--- src/hw/rtl/ptnp_pkg.sv ---
package ptnp_pkg;

    localparam int unsigned VALUE_BITS   = 16;
    localparam int unsigned TABLE_DEPTH  = 8192;
    localparam int unsigned OPERAND_BITS = 16;
    localparam int unsigned DIV_BITS     = (VALUE_BITS + 1) / 2 + 1;
    localparam int unsigned SQ_BITS      = 2 * DIV_BITS;
    localparam int unsigned ADDR_BITS    = $clog2(TABLE_DEPTH);
    localparam int unsigned COUNT_BITS   = ADDR_BITS + 1;
    localparam int unsigned CAND_BITS    = VALUE_BITS + 1;

    localparam logic FUNC_TEST = 1'b0;
    localparam logic FUNC_NTH  = 1'b1;

    typedef struct packed {
        logic                  valid;
        logic [VALUE_BITS-1:0] num;
        logic [DIV_BITS-1:0]   div;
        logic [DIV_BITS-1:0]   rem;
    } t_cell;

endpackage

--- src/hw/rtl/ptnp_cell.sv ---
module ptnp_cell (
    input  logic             i_clk,
    input  logic             i_rst_n,
    input  ptnp_pkg::t_cell  i_cell,
    output ptnp_pkg::t_cell  o_cell
);

    logic [ptnp_pkg::DIV_BITS:0]     shifted;
    logic [ptnp_pkg::DIV_BITS:0]     diff;
    logic [ptnp_pkg::DIV_BITS-1:0]   n_rem;
    logic                            r_valid;
    logic [ptnp_pkg::VALUE_BITS-1:0] r_num;
    logic [ptnp_pkg::DIV_BITS-1:0]   r_div;
    logic [ptnp_pkg::DIV_BITS-1:0]   r_rem;

    always_comb begin
        shifted = {i_cell.rem, i_cell.num[ptnp_pkg::VALUE_BITS-1]};
        diff    = shifted - {1'b0, i_cell.div};
        if (shifted >= {1'b0, i_cell.div}) begin
            n_rem = diff[ptnp_pkg::DIV_BITS-1:0];
        end else begin
            n_rem = shifted[ptnp_pkg::DIV_BITS-1:0];
        end
    end

    always_ff @(posedge i_clk) begin
        if (!i_rst_n) begin
            r_valid <= 1'b0;
        end else begin
            r_valid <= i_cell.valid;
        end
    end

    always_ff @(posedge i_clk) begin
        r_num <= {i_cell.num[ptnp_pkg::VALUE_BITS-2:0], 1'b0};
        r_div <= i_cell.div;
        r_rem <= n_rem;
    end

    always_comb begin
        o_cell.valid = r_valid;
        o_cell.num   = r_num;
        o_cell.div   = r_div;
        o_cell.rem   = r_rem;
    end

endmodule

--- src/hw/rtl/ptnp_chain.sv ---
module ptnp_chain (
    input  logic             i_clk,
    input  logic             i_rst_n,
    input  ptnp_pkg::t_cell  i_issue,
    output ptnp_pkg::t_cell  o_result,
    output logic             o_active
);

    ptnp_pkg::t_cell links [ptnp_pkg::VALUE_BITS+1];

    assign links[0] = i_issue;

    for (genvar g = 0; g < ptnp_pkg::VALUE_BITS; g++) begin : g_cell
        ptnp_cell u_cell (
            .i_clk  (i_clk),
            .i_rst_n(i_rst_n),
            .i_cell (links[g]),
            .o_cell (links[g+1])
        );
    end

    always_comb begin
        o_active = 1'b0;
        for (int k = 1; k <= ptnp_pkg::VALUE_BITS; k++) begin
            o_active = o_active | links[k].valid;
        end
    end

    assign o_result = links[ptnp_pkg::VALUE_BITS];

endmodule

--- config.mk ---
export PLATFORM = sky130hd
export DESIGN_NAME = ptnp_chain
export DESIGN_NICKNAME = d
export VERILOG_FILES = /design/src/hw/rtl/ptnp_pkg.sv /design/src/hw/rtl/ptnp_cell.sv /design/src/hw/rtl/ptnp_chain.sv
export SDC_FILE = /design/constraint.sdc
export NUM_CORES = 1
export LEC_CHECK = 0
export ABC_AREA = 1
export BUFFER_PORTS_ARGS = -buffer_cell sky130_fd_sc_hd__buf_4
export CAP_MARGIN = 10
export CORE_ASPECT_RATIO = 1.25
export CORE_UTILIZATION = 48
export CTS_CLUSTER_DIAMETER = 40
export DETAILED_ROUTE_END_ITERATION = 12
export PLACE_DENSITY_LB_ADDON = 0.25
export SYNTH_ARGS = -nofsm -noshare
export SYNTH_HDL_FRONTEND = slang
export SYNTH_SLANG_ARGS = --single-unit
--- constraint.sdc ---
create_clock -name i_clk -period 2.8 [get_ports i_clk]
set_input_delay 0.14 -clock i_clk [delete_from_list [all_inputs] [get_ports i_clk]]
set_output_delay 0.14 -clock i_clk [all_outputs]
set_load 0.05 [all_outputs]
==> results of run 1 <==
==> timing repair <==
| item | 4_1_cts | 5_1_grt |
|---|---|---|
| gates resized for setup | 0 | 0 |
| endpoints found under the hold margin | 49 | 0 |
| hold buffers | 36 | 0 |
==> state kept, by name, indices dropped and copies added, names as in the netlist <==
register and flops:
g_cell.u_cell.r_valid 16, g_cell.u_cell.r_div 144, g_cell.u_cell.r_rem 144, g_cell.u_cell.r_num 120
==> layer usage <==
layer	up-vias	track usage (%)	part of all wire, %
li1	8531	-	-
met1	7158	24.2	43
met2	278	37.6	50
met3	100	3.60	3.7
met4	0	8.55	3.5
met5	-	0	0
==> stage by stage <==
stage / power (uW) / cells
floorplan: 17500 / 2751
global placement: 20100 / 3340
detailed placement: 20200 / 3340
CTS: 27200 / 3471
global route: 29400 / 3471
finish: 27000 / 3471
==> cell families (layout without fill, tap and decap cells) <==
family          after synthesis  count (layout)  synth area share [%]
fa+ha+maj                   160             160                  10.6
flops                       424             424                  42.2
compound gates               64              64                  1.70
xor+xnor                     48              48                  2.09
other cells                   1              16                0.0186
buf+inv                     610             778                  11.7
simple gates               1429            1429                  31.7
==> where the power goes <==
| part | internal (uW) | leakage (uW) | total, uW | switching [uW] |
|---|---|---|---|---|
| clock network | 4030 | 0.000884 | 6820 | 2790 |
| registers | 7390 | 0.00357 | 8340 | 951 |
| logic | 4240 | 0.00864 | 11900 | 7630 |
| total | 15700 | 0.0131 | 27000 | 11400 |
==> worst max-delay path, cell delays in order (launching register included) <==
cell and delay [ns]:
dfxtp_1 0.34, inv_1 0.05, ha_1 0.22, fa_1 0.41, inv_1 0.12, nand3_1 0.07
nand2_1 0.11, nand2_1 0.07, nand2_2 0.09, nand2_4 0.09, nand3_1 0.08, nand2_1 0.08
==> cell type report <==
cell class	instances	area (um2)	share of cell area, %
clock inverters	35	407	1.74
repair buffers	92	781	3.35
flip-flops and latches	424	8490	36.4
well taps	552	691	2.96
multi-input cells	1717	9320	40.0
inverters	591	2220	9.51
clock buffers	60	1420	6.07
==> path summary, 6_finish.rpt <==
| path | start | to | slack, ns | depth (start not counted) |
|---|---|---|---|---|
| hold / removal | i_issue[8] | g_cell[0].u_cell.r_rem[8] | 0.05 | 6 |
| hold reg to reg | g_cell[4].u_cell.r_num[12] | g_cell[5].u_cell.r_num[13] | 0.32 | 0 |
| setup / recovery | g_cell[14].u_cell.r_num[15] | g_cell[15].u_cell.r_rem[4] | 0.94 | 11 |
| setup reg to reg | g_cell[14].u_cell.r_num[15] | g_cell[15].u_cell.r_rem[4] | 0.94 | 11 |
==> Yosys cell counts, drive strengths merged <==
master    n  area (um2)
nand2   974        4030
inv     591        2220
dfxtp   424        8490
nand3   227        1140
nor2    160         681
ha      144        1800
nand4    49         407
a21oi    48         240
xor2     32         280
buf      18         133
fa       16         320
o21ai    16         103
xnor2    16         140
or2      15        93.8
nor4      4        25.0
clkbuf    1        3.75
conb      1        3.75
==> flow_metrics.env, run 1 <==
export IMPL_via_count=16100
export IMPL_cts_root_buffer="clkbuf_16"
export IMPL_fin_ws_ns=0.937
export IMPL_die_area_um2=42700
export IMPL_grt_first_pass_wirelength_um=72700
export IMPL_critPathRequiredTime_ns=3.27
export IMPL_fmax_mhz=537
export IMPL_clk_latency_ns=0.60
export IMPL_cts_sinks=424
export IMPL_final_common_cell="nand2_1"
export IMPL_coreArea_um2=41200
export IMPL_fin_util_pct=56.6
export IMPL_grt_max_degree=17
export IMPL_finalCriticalPeriod_ns=1.86
export IMPL_viasPerCell=4.63
export IMPL_worstPathArrival_ns=2.33
export IMPL_peakVddDrop_mv=0.549
export IMPL_grt_usage_pct=20.9
export IMPL_outcome="finished, final reports clean"
export IMPL_grt_pass1_vias=15800
export IMPL_routed_wl_um=42900
export IMPL_fin_worst_skew_ns=0.0197
export IMPL_nets=3076
export IMPL_drive_above_1_share_pct=11.3
export IMPL_clkTransAtPathRegs_ns=0.06
export IMPL_setup_violations=0
export IMPL_grt_remaining_overflow=0
export IMPL_syn_area_um2=20100
export IMPL_yosysWarnings=0
export IMPL_placed_area_um2=21100
export IMPL_cts_tree="done"
export IMPL_syn_inst=2736
export IMPL_die_h_um=231
export IMPL_nFillCells=3880
export IMPL_drt_iter0_drc=802
export IMPL_cts_setup_buffers=0
export IMPL_final_hold_violation_count=0
export IMPL_rows=83
export IMPL_crit_path_end_kind="register"
export IMPL_cts_buffers_inserted=53
export IMPL_fin_area_um2=23300
export IMPL_tns_ns=0
export IMPL_antenna_cells=0
export IMPL_num_io_pins=73
export IMPL_p_per_area_nw_per_um2=1160
export IMPL_leakage_uw=0.0131
export IMPL_max_cap_violations=0
export IMPL_dpl_hpwl_um=33600
export IMPL_antenna_found_initial=0
export IMPL_dr_pass1_iters=5
export IMPL_synth_seq_area_share_pct=42.2
export IMPL_start_util_pct=48.8
export IMPL_cp_max_fo=9
export IMPL_ant_nets=0
export IMPL_critPathKind="reg -> reg"
export IMPL_drv_slew=0
export IMPL_hp_class="in -> reg"
export IMPL_hold_slack_ns=0.0529
export IMPL_startpoint_type="register"
export IMPL_gp_congestion=0.887
export IMPL_htree_levels=2
export IMPL_syn2layout_area_growth_pct=16.0
export IMPL_die_x_um=185
export IMPL_drc=0
export IMPL_syn_avg_cell_area_um2=7.35
export IMPL_place_ws_ns=0.926
export IMPL_clockBufferDepth=3
export IMPL_portBuffers=56
export IMPL_timing_final_crit_share_pct=66.5
export IMPL_grt_setup_unrepaired="no"
export IMPL_ys_ff_latch=424
export IMPL_final_cell_mix="nand2_1, inv_1, dfxtp_1"
export IMPL_ys_types=26
export IMPL_wl_per_cell_um=12.3
Note: power is estimated with default switching activity, not from simulation.
==> run 2, diff against run 1 <==
==> constraint.sdc (replaced) <==
create_clock -name i_clk -period 1.9 [get_ports i_clk]
set_input_delay 0.095 -clock i_clk [delete_from_list [all_inputs] [get_ports i_clk]]
set_output_delay 0.095 -clock i_clk [all_outputs]
set_load 0.05 [all_outputs]
==> run 2 against run 1 <==
Total power rose by 47%. Combinational power up 47%. First-iteration DRC count decreased by 13%. Final area up 0.28%. Maximum frequency is 5.3% higher. Sequential share of layout area shrank 0.10 points.
==> flow_metrics.env, run 2 (same netlist as run 1, synthesis figures left out) <==
export IMPL_antenna_cells=0
export IMPL_ant_nets=0
export IMPL_multi_input_area_um2=9370
export IMPL_combinationalPowerShare_pct=44.0
export IMPL_reg2reg_from="g_cell[10].u_cell.r_num[15]"
export IMPL_cts_root_buffer="clkbuf_16"
export IMPL_gp_congestion=0.907
export IMPL_worstPathArrival_ns=2.25
export IMPL_path_delay_family="adder cells"
export IMPL_grt_pass1_vias=16000
export IMPL_r2r_cells=11
export IMPL_drv_slew=0
export IMPL_startpoint_type="register"
export IMPL_via_count=16100
export IMPL_clkTransAtPathRegs_ns=0.06
export IMPL_rows=83
export IMPL_final_common_cell="nand2_1"
export IMPL_seqPwrFrac_pct=30.9
export IMPL_start_util_pct=48.8
export IMPL_grt_usage_pct=20.8
export IMPL_hold_depth=2
export IMPL_routed_wl_um=42400
export IMPL_drt_iter0_drc=698
export IMPL_finalCriticalPeriod_ns=1.77
export IMPL_p_clk_share_pct=25.1
export IMPL_tns_ns=0
export IMPL_largest_registers="g_cell.u_cell.r_div (144), g_cell.u_cell.r_rem (144), g_cell.u_cell.r_num (120)"
export IMPL_path_buf_inv=2
export IMPL_die_x_um=185
export IMPL_seq_area_um2=8490
export IMPL_nFillCells=3924
export IMPL_power_switching_uw=16700
export IMPL_fin_worst_skew_ns=0.0147
export IMPL_grt_max_degree=17
export IMPL_peakVddDrop_mv=0.780
export IMPL_cts_buffers_inserted=53
export IMPL_timing_final_crit_share_pct=93.1
export IMPL_die_area_um2=42700
export IMPL_ff2ff_setup_slack_ns=0.13
export IMPL_fmax_mhz=565
export IMPL_portBuffers=56
export IMPL_viasPerCell=4.62
export IMPL_hp_class="in -> reg"
export IMPL_critPathLaunch="g_cell[10].u_cell.r_num[15]"
export IMPL_cts_tree="done"
export IMPL_dpl_hpwl_um=33700
export IMPL_outcome="finished, final reports clean"
export IMPL_die_h_um=231
export IMPL_holdPathEnd="g_cell[0].u_cell.r_num[5]"
export IMPL_grt_setup_unrepaired="no"
export IMPL_clk_latency_ns=0.59
export IMPL_cp_max_fo=9
export IMPL_cpPeakStageDelay_ns=0.43
export IMPL_setup_violations=0
export IMPL_crit_path_end_kind="register"
export IMPL_power_share_switching_pct=41.9
export IMPL_htree_levels=2
export IMPL_critPathRequiredTime_ns=2.38
export IMPL_antenna_found_initial=0
export IMPL_clockBufferDepth=3
export IMPL_p_per_area_nw_per_um2=1700
export IMPL_cpMostUsedCell="nand2_2"
export IMPL_wl_per_cell_um=12.2
export IMPL_grt_remaining_overflow=0
export IMPL_nets=3079
export IMPL_coreArea_um2=41200
export IMPL_final_cell_mix="nand2_1, inv_1, dfxtp_1"
export IMPL_crit_chain="inv_1, ha_1, fa_1, inv_1, nand2_2, nand2_2, nand2_1, nand2_2, nand2_4, nand3_1, nand2_1"
export IMPL_worstHoldStart="i_issue[22]"
export IMPL_dr_pass1_iters=4
export IMPL_drive_above_1_share_pct=11.8
export IMPL_syn2layout_area_growth_pct=16.3
export IMPL_cts_setup_buffers=0
export IMPL_num_io_pins=73
export IMPL_internal_power_uw=23100
export IMPL_drc=0
export IMPL_crit_path_top_delay_cell="fa_1"
export IMPL_rr_endpoint="g_cell[11].u_cell.r_rem[7]"
export IMPL_grt_first_pass_wirelength_um=72200
export IMPL_cts_sinks=424
export IMPL_max_cap_violations=0
export IMPL_hold_slack_ns=0.150
export IMPL_leakage_uw=0.0131
export IMPL_critPathKind="reg -> reg"
export IMPL_final_hold_violation_count=0
==> run 2: repair_timing <==
action	in CTS	in global routing
hold buffers	37	0
endpoints found under the setup margin	0	69
resized for setup	0	16
hold endpoints to repair	49	0
==> run 2: metrics by stage <==
stage               std cells  setup slack (ns)  utilization [%]  total power (uW)  cell area [um2]
floorplan                2751             0.299                -             25800            20200
global placement         3342            0.0632             51.3             29600            21200
detailed placement       3342            0.0838             51.3             29800            21200
CTS                      3478            0.0654             56.6             40100            23300
global route             3478           0.00217             56.7             43300            23400
finish                   3478             0.131             56.7             39800            23400
==> run 2: cell type report <==
class                   count  share of cell area, %
flip-flops and latches    424                   36.3
inverters                 591                   9.48
repair buffers             95                   3.44
clock inverters            34                   1.64
clock buffers              65                   6.12
well taps                 552                   2.95
multi-input cells        1717                   40.1
==> run 2: power by group through the flow <==
stage                     registers, uW  clock network, uW  logic, uW
after global placement            12500                  0      17100
after global routing              12500              10700      20200
final                             12300               9990      17500
after detailed placement          12500                  0      17300
after floorplan                   12200                  0      13600
after CTS                         12300              10300      17500
==> run 2: worst max path at each step <==
| stage | end | slack (ns) | depth (start not counted) |
|---|---|---|---|
| final | g_cell[11].u_cell.r_rem[7] | 0.13 | 11 |
| after global routing | g_cell[4].u_cell.r_rem[7] | 0.002 | 8 |
| after CTS | g_cell[10].u_cell.r_rem[1] | 0.07 | 11 |
| after detailed placement | g_cell[10].u_cell.r_rem[1] | 0.08 | 11 |
| after global placement | g_cell[15].u_cell.r_rem[3] | 0.06 | 10 |
| after floorplan | g_cell[15].u_cell.r_rem[8] | 0.30 | 11 |
==> run 2: metal layers <==
layer / track usage [%] / wire, um
met1: 24.0 / 18200
met2: 37.2 / 20800
met3: 3.55 / 1540
met4: 9.45 / 1800
met5: 0 / 0
==> run 3, diff against run 2 <==
--- a/config.mk
+++ b/config.mk
@@ -8,8 +8,10 @@
 export ABC_AREA = 1
 export BUFFER_PORTS_ARGS = -buffer_cell sky130_fd_sc_hd__buf_4
 export CAP_MARGIN = 10
+export CELL_PAD_IN_SITES_DETAIL_PLACEMENT = 1
+export CELL_PAD_IN_SITES_GLOBAL_PLACEMENT = 1
 export CORE_ASPECT_RATIO = 1.25
-export CORE_UTILIZATION = 48
+export CORE_UTILIZATION = 46
 export CTS_CLUSTER_DIAMETER = 40
 export DETAILED_ROUTE_END_ITERATION = 12
 export PLACE_DENSITY_LB_ADDON = 0.25
==> run 3 against run 2 <==
Combinational power grew 6%. Critical path depth shrank 8. Wire length grew 25%. Cell count grew 0.55%. Via count grew 4.9%.
==> flow_metrics.env, run 3 (same netlist as run 1, synthesis figures left out) <==
export IMPL_outcome="finished, final reports clean"
export IMPL_nets=3082
export IMPL_start_util_pct=46.7
export IMPL_critPathKind="reg -> out"
export IMPL_cpPeakStageDelay_ns=0.39
export IMPL_fin_worst_skew_ns=0.0270
export IMPL_final_common_cell="nand2_1"
export IMPL_coreArea_um2=43100
export IMPL_leakage_uw=0.0132
export IMPL_crit_path_end_kind="output pin"
export IMPL_fmax_mhz=554
export IMPL_gp_congestion=0.872
export IMPL_crit_path_top_delay_cell="nor4_1"
export IMPL_setup_violations=0
export IMPL_place_ws_ns=0.0332
export IMPL_cts_setup_buffers=0
export IMPL_die_area_um2=44600
export IMPL_final_hold_violation_count=0
export IMPL_drt_iter0_drc=507
export IMPL_routed_wl_um=53000
export IMPL_timing_final_crit_share_pct=95.1
export IMPL_hold_slack_ns=0.120
export IMPL_cts_tree="done"
export IMPL_largest_registers="g_cell.u_cell.r_div (144), g_cell.u_cell.r_rem (144), g_cell.u_cell.r_num (120)"
export IMPL_ff2ff_setup_slack_ns=0.10
export IMPL_path_depth=3
export IMPL_grt_remaining_overflow=0
export IMPL_portBuffers=56
export IMPL_crit_chain="nor4_1, nand4_1, buf_4"
export IMPL_ant_nets=0
export IMPL_grt_first_pass_wirelength_um=87500
export IMPL_tns_ns=0
export IMPL_clk_latency_ns=0.62
export IMPL_htree_levels=2
export IMPL_final_cell_mix="nand2_1, inv_1, dfxtp_1"
export IMPL_grt_max_degree=17
export IMPL_cts_sinks=424
export IMPL_dpl_hpwl_um=40700
export IMPL_p_per_area_nw_per_um2=1770
export IMPL_dr_pass1_iters=6
export IMPL_drv_slew=0
export IMPL_via_count=16900
export IMPL_grt_setup_unrepaired="yes"
export IMPL_reg2reg_from="g_cell[2].u_cell.r_div[0]"
export IMPL_cp_max_fo=2
export IMPL_r2r_cells=10
export IMPL_antenna_found_initial=1
export IMPL_grt_pass1_vias=18600
export IMPL_rows=85
export IMPL_rr_endpoint="g_cell[3].u_cell.r_rem[7]"
export IMPL_hp_class="in -> reg"
export IMPL_num_io_pins=73
export IMPL_path_delay_family="simple AND/OR/NAND/NOR gates"
export IMPL_cts_buffers_inserted=57
export IMPL_critPathCapture="o_active"
export IMPL_fin_ws_ns=0.0940
export IMPL_critPathRequiredTime_ns=1.80
export IMPL_max_cap_violations=0
export IMPL_clkTransAtPathRegs_ns=0.06
export IMPL_startpoint_type="register"
export IMPL_grt_usage_pct=24.2
export IMPL_viasPerCell=4.82
export IMPL_drive_above_1_share_pct=12.3
export IMPL_worstPathArrival_ns=1.71
export IMPL_die_h_um=236
export IMPL_drc=0
export IMPL_critPathLaunch="g_cell[1].u_cell.r_valid"
export IMPL_finalCriticalPeriod_ns=1.81
export IMPL_clockBufferDepth=3
export IMPL_cts_root_buffer="clkbuf_16"
export IMPL_die_x_um=189
export IMPL_wl_per_cell_um=15.1
export IMPL_path_buf_inv=1
export IMPL_peakVddDrop_mv=0.912
export IMPL_syn2layout_area_growth_pct=17.6
==> run 3: final cells by class <==
cell class	count	area [um2]
sequential	424	8490
multi-input combinational	1717	9430
clock buffer	67	1550
inverter	591	2220
fill	5469	19400
timing repair buffer	94	798
tap	565	707
clock inverter	38	459
antenna	1	2.50
==> run 3: worst min path at each step <==
stage | startpoint | endpoint | cells past startpoint
5_1_grt | i_issue[26] | g_cell[0].u_cell.r_num[9] | 2
3_3_place_gp | i_issue[18] | g_cell[0].u_cell.r_num[1] | 1
2_1_floorplan | i_issue[9] | g_cell[0].u_cell.r_div[0] | 0
4_1_cts | i_issue[28] | g_cell[0].u_cell.r_num[11] | 2
6_report | i_issue[26] | g_cell[0].u_cell.r_num[9] | 2
3_5_place_dp | i_issue[28] | g_cell[0].u_cell.r_num[11] | 1
==> run 3: power breakdown <==
group          leakage, uW  switching [uW]  internal (uW)
Clock             0.000981            4410           6560
Combinational      0.00865           12100           6380
Sequential         0.00357            1530          10900
Total               0.0132           18000          23800
==> run 3: stage by stage <==
| stage | area [um2] | total power, uW | util (%) | std cells |
|---|---|---|---|---|
| after global placement | 21200 | 29800 | 49.1 | 3354 |
| after CTS | 23500 | 42100 | 54.7 | 3496 |
| after detailed placement | 21200 | 30600 | 49.1 | 3354 |
| final | 23700 | 41900 | 54.9 | 3497 |
| after global routing | 23700 | 45100 | 54.9 | 3497 |
| after floorplan | 20200 | 25800 | - | 2751 |
==> run 3: routing by layer <==
layer	track usage, %	share of wire [%]	vias to the layer above
met5	0	0	-
met4	11.5	4.2	0
met3	3.33	2.8	136
met2	47.9	55	204
met1	24.4	38	7979
li1	-	-	8543
==> run 3: timing repair <==
item | in CTS | in global routing
endpoints found under the hold margin | 49 | 0
hold buffers | 37 | 0
endpoints found under the setup margin | 1 | 103
resized for setup | 1 | 28
pin swaps | 0 | 2
